### config.mk
export PLATFORM = sky130hd
export DESIGN_NAME = utf8_bmp_decoder_flat
export DESIGN_NICKNAME = d
export VERILOG_FILES = /design/src/rtl/core/u8bmp_pkg.sv /design/src/rtl/core/u8bmp_byte_if.sv /design/src/rtl/core/u8bmp_code_if.sv /design/src/rtl/core/u8bmp_step.sv /design/src/rtl/core/u8bmp_out_reg.sv /design/src/rtl/core/utf8_bmp_decoder.sv /design/src/flat_wrapper.sv
export VERILOG_INCLUDE_DIRS = /design/src /design/src/rtl/core
export SDC_FILE = /design/constraint.sdc
export NUM_CORES = 1
export LEC_CHECK = 0
export ABC_AREA = 1
export CELL_PAD_IN_SITES_DETAIL_PLACEMENT = 0
export CELL_PAD_IN_SITES_GLOBAL_PLACEMENT = 1
export CORE_UTILIZATION = 45
export CTS_BUF_LIST = sky130_fd_sc_hd__clkbuf_4 sky130_fd_sc_hd__clkbuf_8
export DETAILED_ROUTE_END_ITERATION = 12
export DONT_BUFFER_PORTS = 1
export PLACE_DENSITY = 0.87
export SYNTH_ARGS = -nofsm -noshare
export SYNTH_HDL_FRONTEND = slang
export SYNTH_SLANG_ARGS = --single-unit
### constraint.sdc
create_clock -name clk_i -period 1.9 [get_ports clk_i]
set_clock_uncertainty 0.15 [all_clocks]
set_input_delay 0.095 -clock clk_i [delete_from_list [all_inputs] [get_ports clk_i]]
set_output_delay 0.095 -clock clk_i [all_outputs]
set_load 0.05 [all_outputs]
### src/rtl/core/utf8_bmp_decoder_defines.svh
// Assertion macros for the UTF-8 BMP decoder.
// Used by the top level; expects clk_i and rst_ni in the including scope.
`ifndef UTF8_BMP_DECODER_DEFINES_SVH
`define UTF8_BMP_DECODER_DEFINES_SVH

`ifndef SYNTHESIS
// Antecedent implies consequent in the same cycle.
`define U8BMP_ASSERT_NOW(lbl, ante, cons) \
  lbl: assert property (@(posedge clk_i) disable iff (!rst_ni) (ante) |-> (cons)) \
    else $error("u8bmp assertion failed");
// Antecedent implies consequent in the following cycle.
`define U8BMP_ASSERT_NEXT(lbl, ante, cons) \
  lbl: assert property (@(posedge clk_i) disable iff (!rst_ni) (ante) |=> (cons)) \
    else $error("u8bmp assertion failed");
`else
`define U8BMP_ASSERT_NOW(lbl, ante, cons)
`define U8BMP_ASSERT_NEXT(lbl, ante, cons)
`endif

`endif

### src/rtl/core/u8bmp_pkg.sv
// Package for the UTF-8 BMP decoder: constants and shared types.
// No dependencies.
package u8bmp_pkg;

  // Lead byte patterns and masks.
  localparam logic [7:0] LEAD3_MASK  = 8'hF0;
  localparam logic [7:0] LEAD3_CODE  = 8'hE0;
  localparam logic [7:0] LEAD2_MASK  = 8'hE0;
  localparam logic [7:0] LEAD2_CODE  = 8'hC0;

  // Printable ASCII range.
  localparam logic [7:0] ASCII_LOW   = 8'h20;
  localparam logic [7:0] ASCII_HIGH  = 8'h7E;

  // Code point substitution: fullwidth tilde becomes wave dash.
  localparam logic [15:0] SUBST_FROM = 16'hFF5E;
  localparam logic [15:0] SUBST_TO   = 16'h301C;

  // Continuation bytes still expected.
  localparam logic [1:0] PEND_NONE = 2'd0;
  localparam logic [1:0] PEND_ONE  = 2'd1;
  localparam logic [1:0] PEND_TWO  = 2'd2;

  // One result produced by the decode step.
  typedef struct packed {
    logic        valid;
    logic [15:0] code_point;
    logic        string_end;
  } step_res_t;

endpackage

### src/rtl/core/u8bmp_byte_if.sv
// Byte input channel of the UTF-8 BMP decoder.
// No dependencies.
interface u8bmp_byte_if;
  logic       valid;
  logic       ready;
  logic [7:0] byte_in;

  modport source (output valid, output byte_in, input ready);
  modport sink (input valid, input byte_in, output ready);
endinterface

### src/rtl/core/u8bmp_code_if.sv
// Code point output channel of the UTF-8 BMP decoder.
// No dependencies.
interface u8bmp_code_if;
  logic        valid;
  logic        ready;
  logic [15:0] code_point;
  logic        string_end;

  modport source (output valid, output code_point, output string_end, input ready);
  modport sink (input valid, input code_point, input string_end, output ready);
endinterface

### src/rtl/core/u8bmp_step.sv
// Decode step of the UTF-8 BMP decoder: sequence state and per-byte logic.
// Depends on u8bmp_pkg.
module u8bmp_step
  import u8bmp_pkg::*;
(
  input  logic       clk_i,
  input  logic       rst_ni,
  input  logic       fire_i,
  input  logic [7:0] byte_i,
  output step_res_t  res_o
);

  logic [1:0]  pending_q, pending_d;
  logic [9:0]  partial_q, partial_d;
  logic [15:0] acc;

  // The accumulated code point once this byte's six payload bits are added.
  assign acc = {partial_q, byte_i[5:0]};

  // Next state and result for the byte presented at the input.
  always_comb begin
    pending_d        = pending_q;
    partial_d        = partial_q;
    res_o.valid      = 1'b0;
    res_o.code_point = '0;
    res_o.string_end = 1'b0;
    if (byte_i == 8'h00) begin
      // Terminator drops any partial sequence.
      pending_d        = PEND_NONE;
      partial_d        = '0;
      res_o.valid      = 1'b1;
      res_o.string_end = 1'b1;
    end else if (pending_q != PEND_NONE) begin
      pending_d = pending_q - 2'd1;
      if (pending_q == PEND_ONE) begin
        partial_d        = '0;
        res_o.valid      = 1'b1;
        res_o.code_point = (acc == SUBST_FROM) ? SUBST_TO : acc;
      end else begin
        partial_d = acc[9:0];
      end
    end else if ((byte_i & LEAD3_MASK) == LEAD3_CODE) begin
      pending_d = PEND_TWO;
      partial_d = {6'd0, byte_i[3:0]};
    end else if ((byte_i & LEAD2_MASK) == LEAD2_CODE) begin
      pending_d = PEND_ONE;
      partial_d = {5'd0, byte_i[4:0]};
    end else begin
      // Printable ASCII passes through; anything else reads as zero.
      res_o.valid = 1'b1;
      if (byte_i >= ASCII_LOW && byte_i <= ASCII_HIGH) begin
        res_o.code_point = {8'd0, byte_i};
      end
    end
  end

  // State advances only when a transaction is accepted.
  always_ff @(posedge clk_i or negedge rst_ni) begin
    if (!rst_ni) begin
      pending_q <= PEND_NONE;
      partial_q <= '0;
    end else if (fire_i) begin
      pending_q <= pending_d;
      partial_q <= partial_d;
    end
  end

endmodule

### src/rtl/core/u8bmp_out_reg.sv
// Result register of the UTF-8 BMP decoder with its handshake control.
// Depends on u8bmp_pkg and u8bmp_code_if.
module u8bmp_out_reg
  import u8bmp_pkg::*;
(
  input  logic                clk_i,
  input  logic                rst_ni,
  input  logic                fire_i,
  input  step_res_t           res_i,
  output logic                in_ready_o,
  u8bmp_code_if.source        out_o
);

  logic        valid_q;
  logic [15:0] code_q;
  logic        end_q;

  // A new transaction may enter when the register is empty or being drained.
  assign in_ready_o = !valid_q || out_o.ready;

  // Valid flag: set by a result, cleared when the result is taken.
  always_ff @(posedge clk_i or negedge rst_ni) begin
    if (!rst_ni) begin
      valid_q <= 1'b0;
    end else if (fire_i && res_i.valid) begin
      valid_q <= 1'b1;
    end else if (out_o.ready) begin
      valid_q <= 1'b0;
    end
  end

  // Payload loads only with a new result.
  always_ff @(posedge clk_i) begin
    if (fire_i && res_i.valid) begin
      code_q <= res_i.code_point;
      end_q  <= res_i.string_end;
    end
  end

  assign out_o.valid      = valid_q;
  assign out_o.code_point = code_q;
  assign out_o.string_end = end_q;

endmodule

### src/rtl/core/utf8_bmp_decoder.sv
// Top level of the UTF-8 BMP decoder.
// Depends on u8bmp_pkg, u8bmp_byte_if, u8bmp_code_if, u8bmp_step and u8bmp_out_reg.
//
//   Port    Dir  Content                        Per transaction
//   in_i    in   byte_in[7:0]                   one UTF-8 byte
//   out_o   out  code_point[15:0], string_end   zero or one decoded character
//
// One byte is accepted per cycle unless input is stalled; a result appears in
// the output register on the cycle after its final byte. Throughput is set by
// the single result register, which can be loaded and drained in the same cycle.
// Reset clears the sequence state and empties the output register.
// When a result is held and the sink is not ready, input is stalled.
`include "utf8_bmp_decoder_defines.svh"
module utf8_bmp_decoder
  import u8bmp_pkg::*;
(
  input  logic          clk_i,
  input  logic          rst_ni,
  u8bmp_byte_if.sink    in_i,
  u8bmp_code_if.source  out_o
);

  step_res_t step_res;
  logic      in_ready;
  logic      fire;

  assign in_i.ready = in_ready;
  assign fire       = in_i.valid && in_ready;

  // Per-byte decode and sequence state.
  u8bmp_step u_step (
    .clk_i  (clk_i),
    .rst_ni (rst_ni),
    .fire_i (fire),
    .byte_i (in_i.byte_in),
    .res_o  (step_res)
  );

  // Result register.
  u8bmp_out_reg u_out_reg (
    .clk_i      (clk_i),
    .rst_ni     (rst_ni),
    .fire_i     (fire),
    .res_i      (step_res),
    .in_ready_o (in_ready),
    .out_o      (out_o)
  );

  // Input stalls only behind a result that is held back.
  `U8BMP_ASSERT_NOW(a_stall_cause, !in_i.ready, out_o.valid && !out_o.ready)
  // An accepted terminator gives a result with the end mark next cycle.
  `U8BMP_ASSERT_NEXT(a_term_result, fire && in_i.byte_in == '0, out_o.valid && out_o.string_end)
  // The end mark always travels with a zero code.
  `U8BMP_ASSERT_NOW(a_end_zero, out_o.valid && out_o.string_end, out_o.code_point == 16'h0000)

endmodule
### src/flat_wrapper.sv
// flat-port wrapper written by rule: the top's interface ports become plain ports
module utf8_bmp_decoder_flat import u8bmp_pkg::*;
  (clk_i, rst_ni, in_i_valid, in_i_byte_in, in_i_ready, out_o_valid, out_o_code_point, out_o_string_end, out_o_ready);
  u8bmp_byte_if in_i_i ();
  u8bmp_code_if out_o_i ();
  input  logic clk_i;
  input  logic rst_ni;
  input wire logic [$bits(in_i_i.valid)-1:0] in_i_valid;
  input wire logic [$bits(in_i_i.byte_in)-1:0] in_i_byte_in;
  output wire logic [$bits(in_i_i.ready)-1:0] in_i_ready;
  output wire logic [$bits(out_o_i.valid)-1:0] out_o_valid;
  output wire logic [$bits(out_o_i.code_point)-1:0] out_o_code_point;
  output wire logic [$bits(out_o_i.string_end)-1:0] out_o_string_end;
  input wire logic [$bits(out_o_i.ready)-1:0] out_o_ready;
  assign in_i_i.valid = in_i_valid;
  assign in_i_i.byte_in = in_i_byte_in;
  assign in_i_ready = in_i_i.ready;
  assign out_o_valid = out_o_i.valid;
  assign out_o_code_point = out_o_i.code_point;
  assign out_o_string_end = out_o_i.string_end;
  assign out_o_i.ready = out_o_ready;
  utf8_bmp_decoder u_core (.clk_i(clk_i), .rst_ni(rst_ni), .in_i(in_i_i), .out_o(out_o_i));
endmodule
Yosys cells after proc, flatten, opt, wreduce, memory -nomap -nowiden
Cells that the tools add are included.
{ "op_classes": {"addsub": 1, "multipliers": 0, "div_mod_pow": 0, "magnitude_cmp": 2, "n_eq_ne": 4, "shifts": 0, "muxes": 19, "bitwise": 0, "reduce_logical": 10} }
{ "ops": {"columns": ["cell", "n"], "rows": [
  ["17-bit two-way mux", 4],
  ["10-bit two-way mux", 5],
  ["16-bit equality test (second input constant)", 1],
  ["16-bit two-way mux", 1],
  ["8-bit by 6-bit greater-or-equal comparator with 1-bit output (second input constant)", 1],
  ["8-bit by 7-bit less-or-equal comparator with 1-bit output (second input constant)", 1],
  ["8-bit zero test", 1],
  ["2-bit two-way mux", 4],
  ["8-bit two-way mux", 1],
  ["4-bit equality test (second input constant)", 1],
  ["1-bit two-way mux", 4],
  ["2-bit nonzero test", 2],
  ["4-bit nonzero test", 1],
  ["3-bit equality test (second input constant)", 1],
  ["1-bit logical AND", 3],
  ["2-bit by 1-bit equality test with 1-bit output (second input constant)", 1],
  ["2-bit AND reduction", 1],
  ["2-bit by 1-bit subtractor with 2-bit output (second input constant)", 1],
  ["1-bit zero test", 1],
  ["1-bit logical OR", 1]
]} }
{ "totals": {"reg_bits": 30, "latch_bits": 0, "mem_bits_rw": 0, "mem_bits_ro": 0, "input_bits": 12, "n_memories": 0} }

Depth between registers and ports, before layout
{ "logic_depth": {"depth_word": 9, "depth_mapped": 10} }

Cells and area by module
Synthesis repeated with hierarchy kept, for this count alone.
{ "hier_totals": {"hier_cells": 175, "hier_area_um2": 1471.4} }
{ "by_module_without_submodules": {"columns": ["module", "instances", "cells_per_inst", "area_each_um2", "seq_area_each_um2"], "rows": [
  ["u8bmp_step", 1, 150, 904.6, 300.3],
  ["u8bmp_out_reg", 1, 23, 559.3, 535.5],
  ["utf8_bmp_decoder", 1, 2, 7.5, 0.0]
]} }

Worst setup path after synthesis
OpenSTA, ideal clock, no wires.
{ "synth_path": {"path_type": "reg2reg", "start": "reg u_core.u_out_reg.valid_q (netlist: u_core.u_out_reg.out_o.valid)", "end": "reg u_core.u_out_reg.code_q[0] (netlist: u_core.u_out_reg.out_o.code_point[0]) (enable)", "setup_time_ns": 0.369, "arrival_time_ns": 1.726, "required_time_ns": 1.381, "slack_ns": -0.345, "path_stages_with_launch": 6, "n_path_buf": 0, "cell_sequence": "dfrtp_1 nand2_1 nand2_1 inv_1 o21ai_0 inv_1"} }
{ "synth_between": {"elab_chain_len": 4} }
{ "synth_lines": {"columns": ["element", "line_no", "source"], "rows": [
  ["start, declared", "u8bmp_out_reg.sv:14", "logic valid_q;"],
  ["start signal, assigned", "u8bmp_out_reg.sv:24", "valid_q <= 1'b0;"],
  ["start signal, assigned", "u8bmp_out_reg.sv:26", "valid_q <= 1'b1;"],
  ["start signal, assigned", "u8bmp_out_reg.sv:28", "valid_q <= 1'b0;"],
  ["1-bit zero test", "u8bmp_out_reg.sv:19", "assign in_ready_o = !valid_q || out_o.ready;"],
  ["1-bit logical OR", "u8bmp_out_reg.sv:19", null],
  ["net in_i_ready", "flat_wrapper.sv:10", "output wire logic [$bits(in_i_i.ready)-1:0] in_i_ready;"],
  ["1-bit logical AND", "utf8_bmp_decoder.sv:28", "assign fire = in_i.valid && in_ready;"],
  ["1-bit logical AND", "u8bmp_out_reg.sv:34", "if (fire_i && res_i.valid) begin"],
  ["end signal, assigned", "u8bmp_out_reg.sv:35", "code_q <= res_i.code_point;"],
  ["end, declared", "u8bmp_out_reg.sv:15", "logic [15:0] code_q;"]
]} }
The timed path passes the listed nets, and every way through them passes these cells.
A chain may end at the register's enable or synchronous reset.

Final worst setup path
{ "layout_path": {"start": "reg u_core.u_step.pending_q[1]", "end": "reg u_core.u_out_reg.code_q[12] (netlist: u_core.u_out_reg.out_o.code_point[12]) (enable)"} }
{ "layout_between": {"elab_chain_len": 5} }
{ "layout_lines": {"columns": ["element", "line_no", "source"], "rows": [
  ["start, declared", "u8bmp_step.sv:13", "logic [1:0] pending_q, pending_d;"],
  ["start signal, assigned", "u8bmp_step.sv:63", "pending_q <= pending_d;"],
  ["2-bit by 1-bit equality test with 1-bit output", "u8bmp_step.sv:35", "if (pending_q == PEND_ONE) begin"],
  ["17-bit two-way mux", "u8bmp_step.sv:35", null],
  ["17-bit two-way mux *", "u8bmp_step.sv:33", "end else if (pending_q != PEND_NONE) begin"],
  ["1-bit two-way mux *", "u8bmp_step.sv:27", "if (byte_i == 8'h00) begin"],
  ["1-bit logical AND *", "u8bmp_out_reg.sv:34", null]
]} }
Every way passes the cells marked *; elsewhere a longest branch is shown, timed or not.

==> metrics.txt <==
outcome finished clean; Antenna Violating Nets Remaining 0; critical path peak fanout 17; count of final hold-check violations 0; CP Data Required Time 1.84 ns; Pre-Repair DR Iteration Count 5; Storage cell area 836 sq um; worst-path cell with the longest stage delay dfrtp_1; Iteration-0 DRC Markers 22; Vias per Instance 4.77; actual slew at the worst max-slew pin 0.581 ns; Syn Nets 202; die area 3640 sq um; CP Cell Sequence inv_2, nand2_1, nand2_1, o21ai_0, inv_2, buf_12; worst slack, placed 0.159 ns; Power Density 1500 nW/um^2; Vias 1,203; CTS Buf Count 5; CTS tree done; sequential-to-total area share from yosys stat 0.546; WL/cell 12.1 microns; cell accounting for the most synthesized area edfxtp_1; Arrival @ worst endpoint 1.66 ns; NumNets Final 219; Row Count 20; first-pass GRT wire length 5300 microns; Syn. warnings 0; Post-Route Utilization 0.558; clock slew at reported path FFs 0.09 ns; Cell variety after synth 19; Clock Path Buffers 2; most frequent cells in the layout 68 x nand2_1, 32 x nor2_1, 24 x inv_1, 17 x edfxtp_1, 13 x dfrtp_1; final-report max-slew violation count 0; Worst Path Buf+Inv 3; Max-Cap Viols 0; final setup fails 0; IO Port Bufs 0; Initial Utilization 0.489; Peak VDD IR 0.727 mV; vias in the first global route 1,165; Max-slew headroom 0.612; Die H 60.3 microns; setup TNS 0 ns; Multi-input gate area 543 sq um; Setup crit end kind flop; fraction of layout cells with a size suffix above 1 0.139; delay-heaviest family, CP flip-flops; final setup margin 0.176 ns; Worst Setup Start Kind flop; P&R area growth vs syn 14.1%; FF+latch count, synth 30; routability cong. 0.838; initial antenna violation count 0; RSZ-0062 raised after global routing no; Fillers 281; Overall Global Routing Usage 0.204; Synth top area share 0.334; crit share post-route 0.907; core area 3130 sq um; H-tree level count 2; DPL Wire Length 2170 microns; Sink Count 30; ANT cells 0; critical setup path kind reg -> reg; total gr overflow 0; clk root buf clkbuf_4; Post-Place Cells 233; Die X 60.3 microns; fmax 0.580 GHz; Post-Synthesis Cells 190; detailed-route DRC error count 0; largest cells by area after synthesis edfxtp_1 33%, dfrtp_1 21%, nand2_1 17%, nor2_1 7.8%, inv_1 6.1%; Avg Cell Area, Syn 8.05 sq um; # IOs 31; Skew-Pair Late Insertion Delay 0.33 ns; Routed Wire Length 3050 microns; commonest non-fill, non-tap cell in the layout nand2_1; Layout Cells excl Fill 252; leakage 0.000851 uW; hold crit path type in -> reg; largest net degree at the start of global routing 18; Tmin final 1.72 ns; slowest stage delay, CP 0.50 ns; Synth Cell Area 1530 sq um
-- cells by family after synthesis --
| group | share of synthesized area |
|---|---|
| AO/OA/AOI/OAI | 0.0188 |
| buffers and inverters | 0.104 |
| flip-flops | 0.546 |
| AND/OR/NAND/NOR | 0.331 |
-- where the power goes --
| group | internal (uW) | switching (uW) | total (uW) |
|---|---|---|---|
| Combinational | 276 | 528 | 803 |
| Clock | 153 | 212 | 365 |
| Sequential | 964 | 495 | 1460 |
-- worst min-delay path: stages --
cell,delay [ns]
nand2_1,0.04
o21ai_0,0.10
nand2_1,0.08
nor2_1,0.04
nand2_1,0.05
nand2_1,0.05
-- per-layer routing --
layer | vias up | wire length (microns) | GRT usage
met2 | 31 | 1460 | 0.303
met1 | 556 | 1390 | 0.270
li1 | 609 | - | -
met3 | 7 | 136 | 0.0714
met4 | 0 | 67 | 0.0864
met5 | - | 0 | 0
-- sequential cells by signal (all words and copies together) (netlist names) --
signal,flops
u_core.u_out_reg.out_o.code_point,16
u_core.u_step.partial_q,10
u_core.u_step.pending_q,2
u_core.u_out_reg.out_o.string_end,1
u_core.u_out_reg.out_o.valid,1
-- cell type report --
| cell class | instances | share of cell area |
|---|---|---|
| Inverter | 29 | 0.0623 |
| Clock inverter | 2 | 0.00501 |
| Timing Repair Buffer | 15 | 0.0860 |
| Clock buffer | 6 | 0.0258 |
| Tap cell | 44 | 0.0315 |
| Sequential cell | 30 | 0.479 |
| Multi-Input combinational cell | 126 | 0.311 |
-- Yosys cell counts, drive strengths merged --
cell,instances
inv,29
nor3,3
dfrtp,13
nor2,37
or2,1
nand2,72
nand3,7
nand4,1
o21ai,3
edfxtp,17
a21oi,2
buf,5
-- metrics by stage --
stage	hold slack [ns]	area, sq um	power, uW
5_1_grt	0.0371	1750	2810
2_1_floorplan	-0.351	1540	2060
3_3_place_gp	-0.350	1570	2200
6_report	0.0169	1750	2630
4_1_cts	0.00741	1730	2610
3_5_place_dp	-0.350	1570	2220
-- repair_timing --
| action | CTS | global route |
|---|---|---|
| buffers inserted | 0 | 1 |
| hold endpoints to repair | 33 | 0 |
| hold buffers | 10 | 0 |
| setup endpoints to repair | 0 | 5 |
| resized for setup | 0 | 0 |
-- path summary, 6_finish.rpt --
kind | startpoint | to | slack [ns] | cells after the start
setup / recovery | u_core.u_step.pending_q[1] | u_core.u_out_reg.out_o.code_point[12] | 0.18 | 6
max in group asynchronous | rst_ni | u_core.u_step.partial_q[9] | 1.17 | 1
hold reg to reg | u_core.u_step.partial_q[2] | u_core.u_step.partial_q[2] | 0.36 | 2
setup reg to reg | u_core.u_step.pending_q[1] | u_core.u_out_reg.out_o.code_point[12] | 0.18 | 6
min in group asynchronous | rst_ni | u_core.u_step.pending_q[0] | 0.04 | 1
hold / removal | in_i_byte_in[5] | u_core.u_step.pending_q[1] | 0.02 | 6
Note: power is estimated with default switching activity, not from simulation.
